$ cat config.mk
export PLATFORM = sky130hd
export DESIGN_NAME = frame_tick_accumulator
export DESIGN_NICKNAME = d
export VERILOG_FILES = /design/src/design/fta_pkg.sv /design/src/design/frame_tick_accumulator.sv
export VERILOG_INCLUDE_DIRS = /design/src /design/src/design
export SDC_FILE = /design/constraint.sdc
export NUM_CORES = 2
export LEC_CHECK = 0
export ABC_AREA = 1
export CORE_ASPECT_RATIO = 0.5
export CORE_MARGIN = 8
export CORE_UTILIZATION = 53
export DETAILED_ROUTE_END_ITERATION = 16
export DONT_BUFFER_PORTS = 1
export GPL_TIMING_DRIVEN = 1
export PLACE_DENSITY = 0.67
export SLEW_MARGIN = 0
export SYNTH_ARGS = -nofsm -noshare
export SYNTH_HDL_FRONTEND = slang
export SYNTH_SLANG_ARGS = --single-unit
$ cat constraint.sdc
create_clock -name clk -period 9.8 [get_ports clk]
set_input_delay 0.49 -clock clk [delete_from_list [all_inputs] [get_ports clk]]
set_output_delay 0.49 -clock clk [all_outputs]
set_load 0.02 [all_outputs]
$ cat src/design/frame_tick_accumulator_assert.svh
// Assertion macros for the frame tick accumulator.
// Included by frame_tick_accumulator, which checks its own control logic.
`ifndef FRAME_TICK_ACCUMULATOR_ASSERT_SVH
`define FRAME_TICK_ACCUMULATOR_ASSERT_SVH

`ifndef ASSERT_OFF
`define ASSERT_IMPLIES(label, clk, rst_n, cond, expr) \
	label: assert property (@(posedge clk) disable iff (!(rst_n)) (cond) |-> (expr)) \
		else $error("assertion failed");
`define ASSERT_NEXT(label, clk, rst_n, cond, expr) \
	label: assert property (@(posedge clk) disable iff (!(rst_n)) (cond) |=> (expr)) \
		else $error("assertion failed");
`else
`define ASSERT_IMPLIES(label, clk, rst_n, cond, expr)
`define ASSERT_NEXT(label, clk, rst_n, cond, expr)
`endif

`endif

$ cat src/design/fta_pkg.sv
// Package for the frame tick accumulator: widths, codes, step counts and state type.
// Has no dependencies; imported by frame_tick_accumulator.
package fta_pkg;

	localparam int FRAME_W    = 32;
	localparam int TICK_W     = 24;
	localparam int LIMIT_W    = 32;
	localparam int FRAC_W     = 17;
	localparam int KIND_W     = 2;
	localparam int IN_DATA_W  = 128;
	localparam int OUT_DATA_W = 80;
	localparam int CFG_IDX_W  = 2;
	localparam int CFG_DATA_W = 32;
	localparam int DVD_W      = 33;
	localparam int DVSR_W     = 57;
	localparam int PREM_W     = 58;
	localparam int CNT_W      = 6;

	localparam logic [KIND_W-1:0] KIND_ADVANCE = 2'd0;
	localparam logic [KIND_W-1:0] KIND_LOAD    = 2'd1;
	localparam logic [KIND_W-1:0] KIND_QUERY   = 2'd2;

	localparam logic [CFG_IDX_W-1:0] REG_FRAME_PERIOD = 2'd0;
	localparam logic [CFG_IDX_W-1:0] REG_JUMP_LIMIT   = 2'd1;

	localparam logic [TICK_W-1:0]  PERIOD_RESET = 24'd16666;
	localparam logic [LIMIT_W-1:0] LIMIT_RESET  = 32'd1000000;

	localparam logic [CNT_W-1:0] ADV_STEPS  = 6'd33;
	localparam logic [CNT_W-1:0] MUL_STEPS  = 6'd24;
	localparam logic [CNT_W-1:0] FRAC_STEPS = 6'd16;

	localparam logic [FRAC_W-1:0] FRAC_ONE = 17'h10000;

	typedef enum logic [2:0] {
		ST_IDLE,
		ST_MUL,
		ST_ADJ,
		ST_CMP,
		ST_DIV,
		ST_DONE
	} state_t;

endpackage

$ cat src/design/frame_tick_accumulator.sv
// Frame tick accumulator: frame counter advanced by tick deltas, with progress queries.
// Depends on fta_pkg and on the macros in frame_tick_accumulator_assert.svh.
//
// Usage: one word enters on the s_axis channel (kind in tuser, operands in tdata) and
// leaves exactly one word on the m_axis channel with the frame count and tick remainder
// after the item, the ignored flag in tuser and the progress fraction (zero unless the
// item is a query). Registers are written through cfg_we/cfg_index/cfg_data; the user
// must write them only while idle, since the block itself does not enforce this.
// The block works on one word at a time with a shared bit-serial restoring divider,
// one quotient bit per cycle, and a shift-add multiplier, one period bit per cycle.
// An advance runs 33 divider steps after acceptance; a query inside its interval runs
// 24 multiply steps, then an adjust and a compare, then 16 divider steps, or skips the
// divider when it clamps to complete; loads, ignored advances and queries outside their
// interval go straight to the done state.
// The next word is accepted the cycle after a result is moved to the output register,
// even when that result is still waiting for m_axis_tready.
// If the receiver stalls while a result is waiting, a finished item holds in its
// last state until the output register frees up.
// Reset clears the frame count and remainder, sets frame_period to 16666 and
// jump_limit to 1000000, and empties the output register.
module frame_tick_accumulator (
	input  logic                           clk,
	input  logic                           arst_n,
	input  logic                           s_axis_tvalid,
	output logic                           s_axis_tready,
	// delta_ticks, new_frame, interval_start, interval_end
	input  logic [fta_pkg::IN_DATA_W-1:0]  s_axis_tdata,
	// kind
	input  logic [fta_pkg::KIND_W-1:0]     s_axis_tuser,
	output logic                           m_axis_tvalid,
	input  logic                           m_axis_tready,
	// frame_count, remainder_ticks, progress_fraction, zero fill
	output logic [fta_pkg::OUT_DATA_W-1:0] m_axis_tdata,
	// ignored
	output logic                           m_axis_tuser,
	input  logic                           cfg_we,
	input  logic [fta_pkg::CFG_IDX_W-1:0]  cfg_index,
	input  logic [fta_pkg::CFG_DATA_W-1:0] cfg_data
);
	import fta_pkg::*;

	`include "frame_tick_accumulator_assert.svh"

	state_t               state_q, state_d;
	logic [TICK_W-1:0]    period_q;
	logic [LIMIT_W-1:0]   limit_q;
	logic [FRAME_W-1:0]   frame_q;
	logic [TICK_W-1:0]    tick_q;
	logic [KIND_W-1:0]    kind_q;
	logic                 ign_q;
	logic [FRAC_W-1:0]    frac_q;
	logic [CNT_W-1:0]     cnt_q;
	logic [TICK_W-1:0]    mcand_q;
	logic [DVD_W-1:0]     span_q;
	logic [FRAME_W-1:0]   diff_q;
	logic [DVSR_W-1:0]    dvsr_q;
	logic [PREM_W-1:0]    prem_q;
	logic [DVD_W-1:0]     dvd_q;
	logic [DVD_W-1:0]     quo_q;
	logic                 out_valid_q;
	logic [OUT_DATA_W-1:0] out_data_q;
	logic                 out_ign_q;

	logic [FRAME_W-1:0]   in_delta, in_new, in_start, in_end;
	logic [TICK_W-1:0]    p_eff;
	logic                 in_acc, out_load;
	logic [PREM_W-1:0]    div_t, div_sub;
	logic                 div_ge;
	logic [DVD_W-1:0]     quo_next;
	logic [FRAME_W-1:0]   frame_next;
	logic [TICK_W-1:0]    tick_next;

	assign in_delta = s_axis_tdata[31:0];
	assign in_new   = s_axis_tdata[63:32];
	assign in_start = s_axis_tdata[95:64];
	assign in_end   = s_axis_tdata[127:96];

	assign p_eff         = (period_q == '0) ? TICK_W'(1) : period_q;
	assign s_axis_tready = (state_q == ST_IDLE);
	assign in_acc        = s_axis_tvalid && s_axis_tready;
	assign out_load      = (state_q == ST_DONE) && (!out_valid_q || m_axis_tready);

	assign div_t    = {prem_q[PREM_W-2:0], dvd_q[DVD_W-1]};
	assign div_sub  = div_t - {1'b0, dvsr_q};
	assign div_ge   = (div_t >= {1'b0, dvsr_q});
	assign quo_next = {quo_q[DVD_W-2:0], div_ge};

	always_comb begin
		frame_next = frame_q;
		tick_next  = tick_q;
		case (kind_q)
			KIND_ADVANCE: begin
				if (!ign_q) begin
					frame_next = frame_q + quo_q[FRAME_W-1:0];
					tick_next  = prem_q[TICK_W-1:0];
				end
			end
			KIND_LOAD: begin
				frame_next = dvd_q[FRAME_W-1:0];
				tick_next  = '0;
			end
			default: begin
				frame_next = frame_q;
				tick_next  = tick_q;
			end
		endcase
	end

	always_ff @(posedge clk or negedge arst_n) begin
		if (!arst_n) begin
			state_q <= ST_IDLE;
		end else begin
			state_q <= state_d;
		end
	end

	always_comb begin
		state_d = state_q;
		case (state_q)
			ST_IDLE: begin
				if (s_axis_tvalid) begin
					state_d = ST_DONE;
					case (s_axis_tuser)
						KIND_ADVANCE: begin
							if (in_delta <= limit_q) begin
								state_d = ST_DIV;
							end
						end
						KIND_QUERY: begin
							if (frame_q >= in_start && in_end >= frame_q) begin
								state_d = ST_MUL;
							end
						end
						default: state_d = ST_DONE;
					endcase
				end
			end
			ST_MUL: begin
				if (cnt_q == CNT_W'(1)) begin
					state_d = ST_ADJ;
				end
			end
			ST_ADJ: state_d = ST_CMP;
			ST_CMP: begin
				state_d = (prem_q >= {1'b0, dvsr_q}) ? ST_DONE : ST_DIV;
			end
			ST_DIV: begin
				if (cnt_q == CNT_W'(1)) begin
					state_d = ST_DONE;
				end
			end
			ST_DONE: begin
				if (out_load) begin
					state_d = ST_IDLE;
				end
			end
			default: state_d = ST_IDLE;
		endcase
	end

	always_ff @(posedge clk or negedge arst_n) begin
		if (!arst_n) begin
			period_q    <= PERIOD_RESET;
			limit_q     <= LIMIT_RESET;
			frame_q     <= '0;
			tick_q      <= '0;
			out_valid_q <= 1'b0;
			cnt_q       <= '0;
		end else begin
			if (cfg_we) begin
				case (cfg_index)
					REG_FRAME_PERIOD: period_q <= cfg_data[TICK_W-1:0];
					REG_JUMP_LIMIT:   limit_q  <= cfg_data[LIMIT_W-1:0];
					default: ;
				endcase
			end
			if (out_load) begin
				frame_q     <= frame_next;
				tick_q      <= tick_next;
				out_valid_q <= 1'b1;
			end else if (m_axis_tready) begin
				out_valid_q <= 1'b0;
			end
			case (state_q)
				ST_IDLE: begin
					if (s_axis_tuser == KIND_ADVANCE) begin
						cnt_q <= ADV_STEPS;
					end else begin
						cnt_q <= MUL_STEPS;
					end
				end
				ST_MUL, ST_DIV: cnt_q <= cnt_q - CNT_W'(1);
				ST_CMP: cnt_q <= FRAC_STEPS;
				default: ;
			endcase
		end
	end

	always_ff @(posedge clk) begin
		case (state_q)
			ST_IDLE: begin
				if (in_acc) begin
					kind_q <= s_axis_tuser;
					ign_q  <= (s_axis_tuser == KIND_ADVANCE) && (in_delta > limit_q);
					frac_q <= (s_axis_tuser == KIND_QUERY && frame_q >= in_start
						&& in_end < frame_q) ? FRAC_ONE : '0;
					case (s_axis_tuser)
						KIND_ADVANCE: begin
							dvd_q  <= {1'b0, in_delta} + {9'b0, tick_q};
							prem_q <= '0;
							dvsr_q <= {(DVSR_W-TICK_W)'(0), p_eff};
							quo_q  <= '0;
						end
						KIND_LOAD: begin
							dvd_q <= {1'b0, in_new};
						end
						KIND_QUERY: begin
							span_q  <= {1'b0, in_end} - {1'b0, in_start} + DVD_W'(1);
							diff_q  <= frame_q - in_start;
							mcand_q <= p_eff;
							dvsr_q  <= '0;
							prem_q  <= '0;
						end
						default: ;
					endcase
				end
			end
			ST_MUL: begin
				dvsr_q  <= {dvsr_q[DVSR_W-2:0], 1'b0}
					+ (mcand_q[TICK_W-1] ? {(DVSR_W-DVD_W)'(0), span_q} : '0);
				prem_q  <= {prem_q[PREM_W-2:0], 1'b0}
					+ (mcand_q[TICK_W-1] ? {(PREM_W-FRAME_W)'(0), diff_q} : '0);
				mcand_q <= {mcand_q[TICK_W-2:0], 1'b0};
			end
			ST_ADJ: begin
				prem_q <= prem_q + {(PREM_W-TICK_W)'(0), tick_q};
			end
			ST_CMP: begin
				if (prem_q >= {1'b0, dvsr_q}) begin
					frac_q <= FRAC_ONE;
				end
				dvd_q <= '0;
				quo_q <= '0;
			end
			ST_DIV: begin
				prem_q <= div_ge ? div_sub : div_t;
				quo_q  <= quo_next;
				dvd_q  <= {dvd_q[DVD_W-2:0], 1'b0};
				if (cnt_q == CNT_W'(1) && kind_q == KIND_QUERY) begin
					frac_q <= {1'b0, quo_next[FRAC_W-2:0]};
				end
			end
			default: ;
		endcase
		if (out_load) begin
			out_data_q <= {(OUT_DATA_W-FRAC_W-TICK_W-FRAME_W)'(0), frac_q, tick_next,
				frame_next};
			out_ign_q  <= ign_q;
		end
	end

	assign m_axis_tvalid = out_valid_q;
	assign m_axis_tdata  = out_data_q;
	assign m_axis_tuser  = out_ign_q;

	`ASSERT_IMPLIES(a_div_rem_below_divisor, clk, arst_n, state_q == ST_DIV,
		prem_q < {1'b0, dvsr_q})
	`ASSERT_IMPLIES(a_div_divisor_nonzero, clk, arst_n, state_q == ST_DIV,
		dvsr_q != '0)
	`ASSERT_IMPLIES(a_iter_count_live, clk, arst_n,
		state_q == ST_DIV || state_q == ST_MUL, cnt_q != '0)
	`ASSERT_NEXT(a_accept_leaves_idle, clk, arst_n, in_acc, state_q != ST_IDLE)

endmodule
==> results.py <==
metrics = {
    "setup_path": {
        "crit_path_end_kind": "flip-flop",
        "r2r-end": "frac_q[12]",
        "reg2reg_slack_ns": 5.09,
        "cp.required_ns": 10.07,
        "r2r-start": "dvsr_q[32]",
        "critPathArrivalTime_ns": 4.98,
        "criticalPathCategory": "reg -> reg",
        "critPathMaxFanout": 17,
        "cp-start-kind": "flip-flop",
        "r2r_cells": 10,
    },
    "synthesis": {
        "ys_seq_area_share_pct": 31.0,
        "syn_area_per_cell_um2": 6.68,
        "post_synth_num_cell_types": 51,
        "synth_top_area_share_pct": 24.2,
        "async_flop_share_pct": 25.2,
        "yosys.area_share.adder_pct": 11.9,
        "synth-edff-count": 363,
        "synth_warnings": 0,
        "ys_top_cells_by_area": "edfxtp_1 (24%), nand2_1 (16%), ha_1 (12%)",
        "ys_ff_latch": 485,
        "synth_most_common_cell": "nand2_1",
        "synthCells": 6751,
        "ys_top_cells_by_count": "nand2_1 (1972), inv_1 (1081), nor2_1 (635)",
        "synthSimpleGateAreaFrac_pct": 30.8,
        "synth_compound_area_share_pct": 13.6,
        "synth_xor_area_share_pct": 2.35,
        "syn_area_um2": 45100,
        "synthMuxAreaShare_pct": 0,
        "synth_top_cell_by_area": "edfxtp_1",
        "synth_top_family_by_area": "simple AND/OR/NAND/NOR gates",
        "synth_flop_cell": "edfxtp_1",
    },
    "clocking": {
        "cts_made_buffers": 48,
        "clock_path_buffers": 3,
        "path_clk_slew_ns": 0.08,
        "clock-sinks": 485,
        "clock_latency_ns": 0.67,
        "htree_levels": 2,
        "cts-root-buf": "clkbuf_16",
        "post_cts_resized": 0,
        "cts_tree": "yes",
    },
    "sta": {
        "fin_tns_setup_ns": 0,
        "rsz0062_at_grt": "no",
        "setup_viol": 0,
        "fin_crit_ns": 4.71,
        "fmax_ghz": 0.212,
        "fin_skew_ns": 0.0879,
        "finalHoldViolCount": 0,
        "period_share_pct": 48.0,
        "worst_slew_pin_slew_ns": 1.37,
        "slew_violations": 0,
        "relSlewSlack_pct": 8.77,
    },
    "placement": {
        "hpwl_mm": 173,
        "dp_cells": 7784,
        "place_congestion": 1.14,
        "numPortBuffers": 0,
        "postPlaceCellArea_um2": 46200,
    },
    "run": {
        "maxCapViolCount": 0,
    },
    "worst_hold_path": {
        "hold_path_class": "in -> reg",
        "worst_hold_path.endpoint": "period_q[20]",
        "hold_path_startpoint": "cfg_data[20]",
        "hold_path_depth": 2,
    },
    "floorplan": {
        "dieArea_um2": 95200,
        "die_x_um": 428,
        "io_pins": 252,
        "design.core.area_um2": 84000,
        "num_rows": 75,
        "chipHeight_um": 222,
        "start_util_pct": 53.7,
    },
    "layout": {
        "fin_area_um2": 48100,
        "stdcell_count": 7924,
        "fillers": 7958,
        "drive_above_1_share_pct": 2.81,
        "syn2layout_area_growth_pct": 6.69,
        "nets": 7325,
    },
    "route": {
        "viasPerCell": 6.27,
        "num_vias": 49700,
        "dr.pass1.iters": 9,
        "drtAntennaViolNets": 0,
        "route.detailed.drc": 0,
        "drt_iter0_drc": 7928,
        "avgRoutedWirePerCell_um": 26.7,
        "route.final.wire_length_mm": 212,
    },
    "power": {
        "power.density_nw_per_um2": 387,
        "ir_drop_mv": 0.246,
        "p_leak_nw": 23.5,
    },
    "grt": {
        "antenna_found_initial": 25,
        "grt_pass1_vias": 45900,
        "grt_usage_pct": 42.0,
        "overflow": 0,
        "grt_pass1_wl_mm": 302,
        "grt_max_degree": 123,
    },
    "run_status": {
        "status": "finished clean",
    },
}
layout make-up:
cell class                      instances  area, um^2  area share (%)
Tap cell                             1116        1400            2.90
Sequential cell                       485       14000            29.0
Timing Repair Buffer                   39         343           0.713
Multi-Input combinational cell       5068       26500            55.2
Clock inverter                         31         337           0.700
Clock buffer                           59        1310            2.73
Inverter                             1089        4090            8.51
Antenna cell                           37        92.6           0.193
worst max-delay path by stage:
stage | cells after the start | startpoint | slack [ns] | to
floorplan | 7 | state_q[1] | 5.13 | diff_q[0]
global placement | 10 | dvsr_q[32] | 5.59 | frac_q[14]
detailed placement | 10 | dvsr_q[32] | 5.54 | frac_q[14]
CTS | 10 | dvsr_q[32] | 5.52 | frac_q[12]
global route | 10 | dvsr_q[32] | 5.13 | frac_q[8]
finish | 10 | dvsr_q[32] | 5.09 | frac_q[12]
cells by family (layout without fill, tap and decap cells):
family,after synthesis,in the layout
compound gates,1147,1147
simple gates,3368,3368
buf+inv,1204,1218
fa+ha+maj,425,425
xor+xnor,121,121
other cells,1,44
flops,485,485
through the flow:
step / hold slack, ns / power, mW / utilization (%) / setup slack [ns]
detailed placement: 0.199 / 15.8 / 55.0 / 5.54
finish: 0.0174 / 18.6 / 57.3 / 5.09
global route: 0.0290 / 19.5 / 57.2 / 5.13
floorplan: 0.194 / 11.7 / - / 5.13
CTS: 0.00508 / 18.0 / 57.1 / 5.52
global placement: 0.198 / 15.7 / 55.0 / 5.59
power by group:
group	leakage (nW)	switching [mW]	internal, mW
combinational	17.7	8.72	3.37
clock	0.809	0.979	1.08
sequential	5.00	1.03	3.43
registers in the layout, indices dropped and copies added (netlist names), 2 cells and up:
signal        cells
frame_q          32
state_q           3
prem_q           58
m_axis_tdata     73
period_q         24
dvsr_q           57
quo_q            32
cnt_q             6
dvd_q            33
limit_q          32
diff_q           32
mcand_q          24
kind_q            2
frac_q           17
tick_q           24
span_q           33
routing by layer:
metal | GRT usage [%] | wire, um | vias to the layer above
met5 | 0 | 23 | -
met4 | 27.2 | 16900 | 4
met3 | 14.4 | 30700 | 864
met2 | 60.0 | 84100 | 3859
met1 | 53.9 | 80100 | 22800
li1 | - | - | 22100
worst max-delay path, stage by stage (launching register included):
cell and delay (ns):
edfxtp_1 0.52, inv_1 0.21, ha_1 0.35, nand2_1 0.05, nor2_1 0.65, nand3_1 0.14
nor3_1 0.92, nand2_1 0.15, nand3_1 0.38, nor2_1 0.10, nor2_2 0.81
timing repair:
action,in CTS,in global routing
hold buffers,13,0
setup endpoints to repair,0,0
buffers inserted,0,0
hold endpoints to repair,134,0
placed cells by master (no fill, tap or decap), types with 12 or more instances in the layout:
master	instances
nor3_1	93
dfrtp_1	110
nand4_1	73
nor2_2	13
o21a_1	20
nand3_1	492
a21oi_1	510
o21ai_0	442
o211ai_1	20
nand3b_1	18
edfxtp_1	363
ha_1	417
or2_2	26
nor2_1	628
clkbuf_16	48
buf_4	26
xor2_1	63
diode_2	37
a21o_1	27
nand2_1	1972
xnor2_1	58
o22ai_1	50
o21bai_1	35
dfstp_2	12
nor4_1	26
inv_1	1078
dlygate4sd3_1	12
Power figures use the tool's default switching activity.
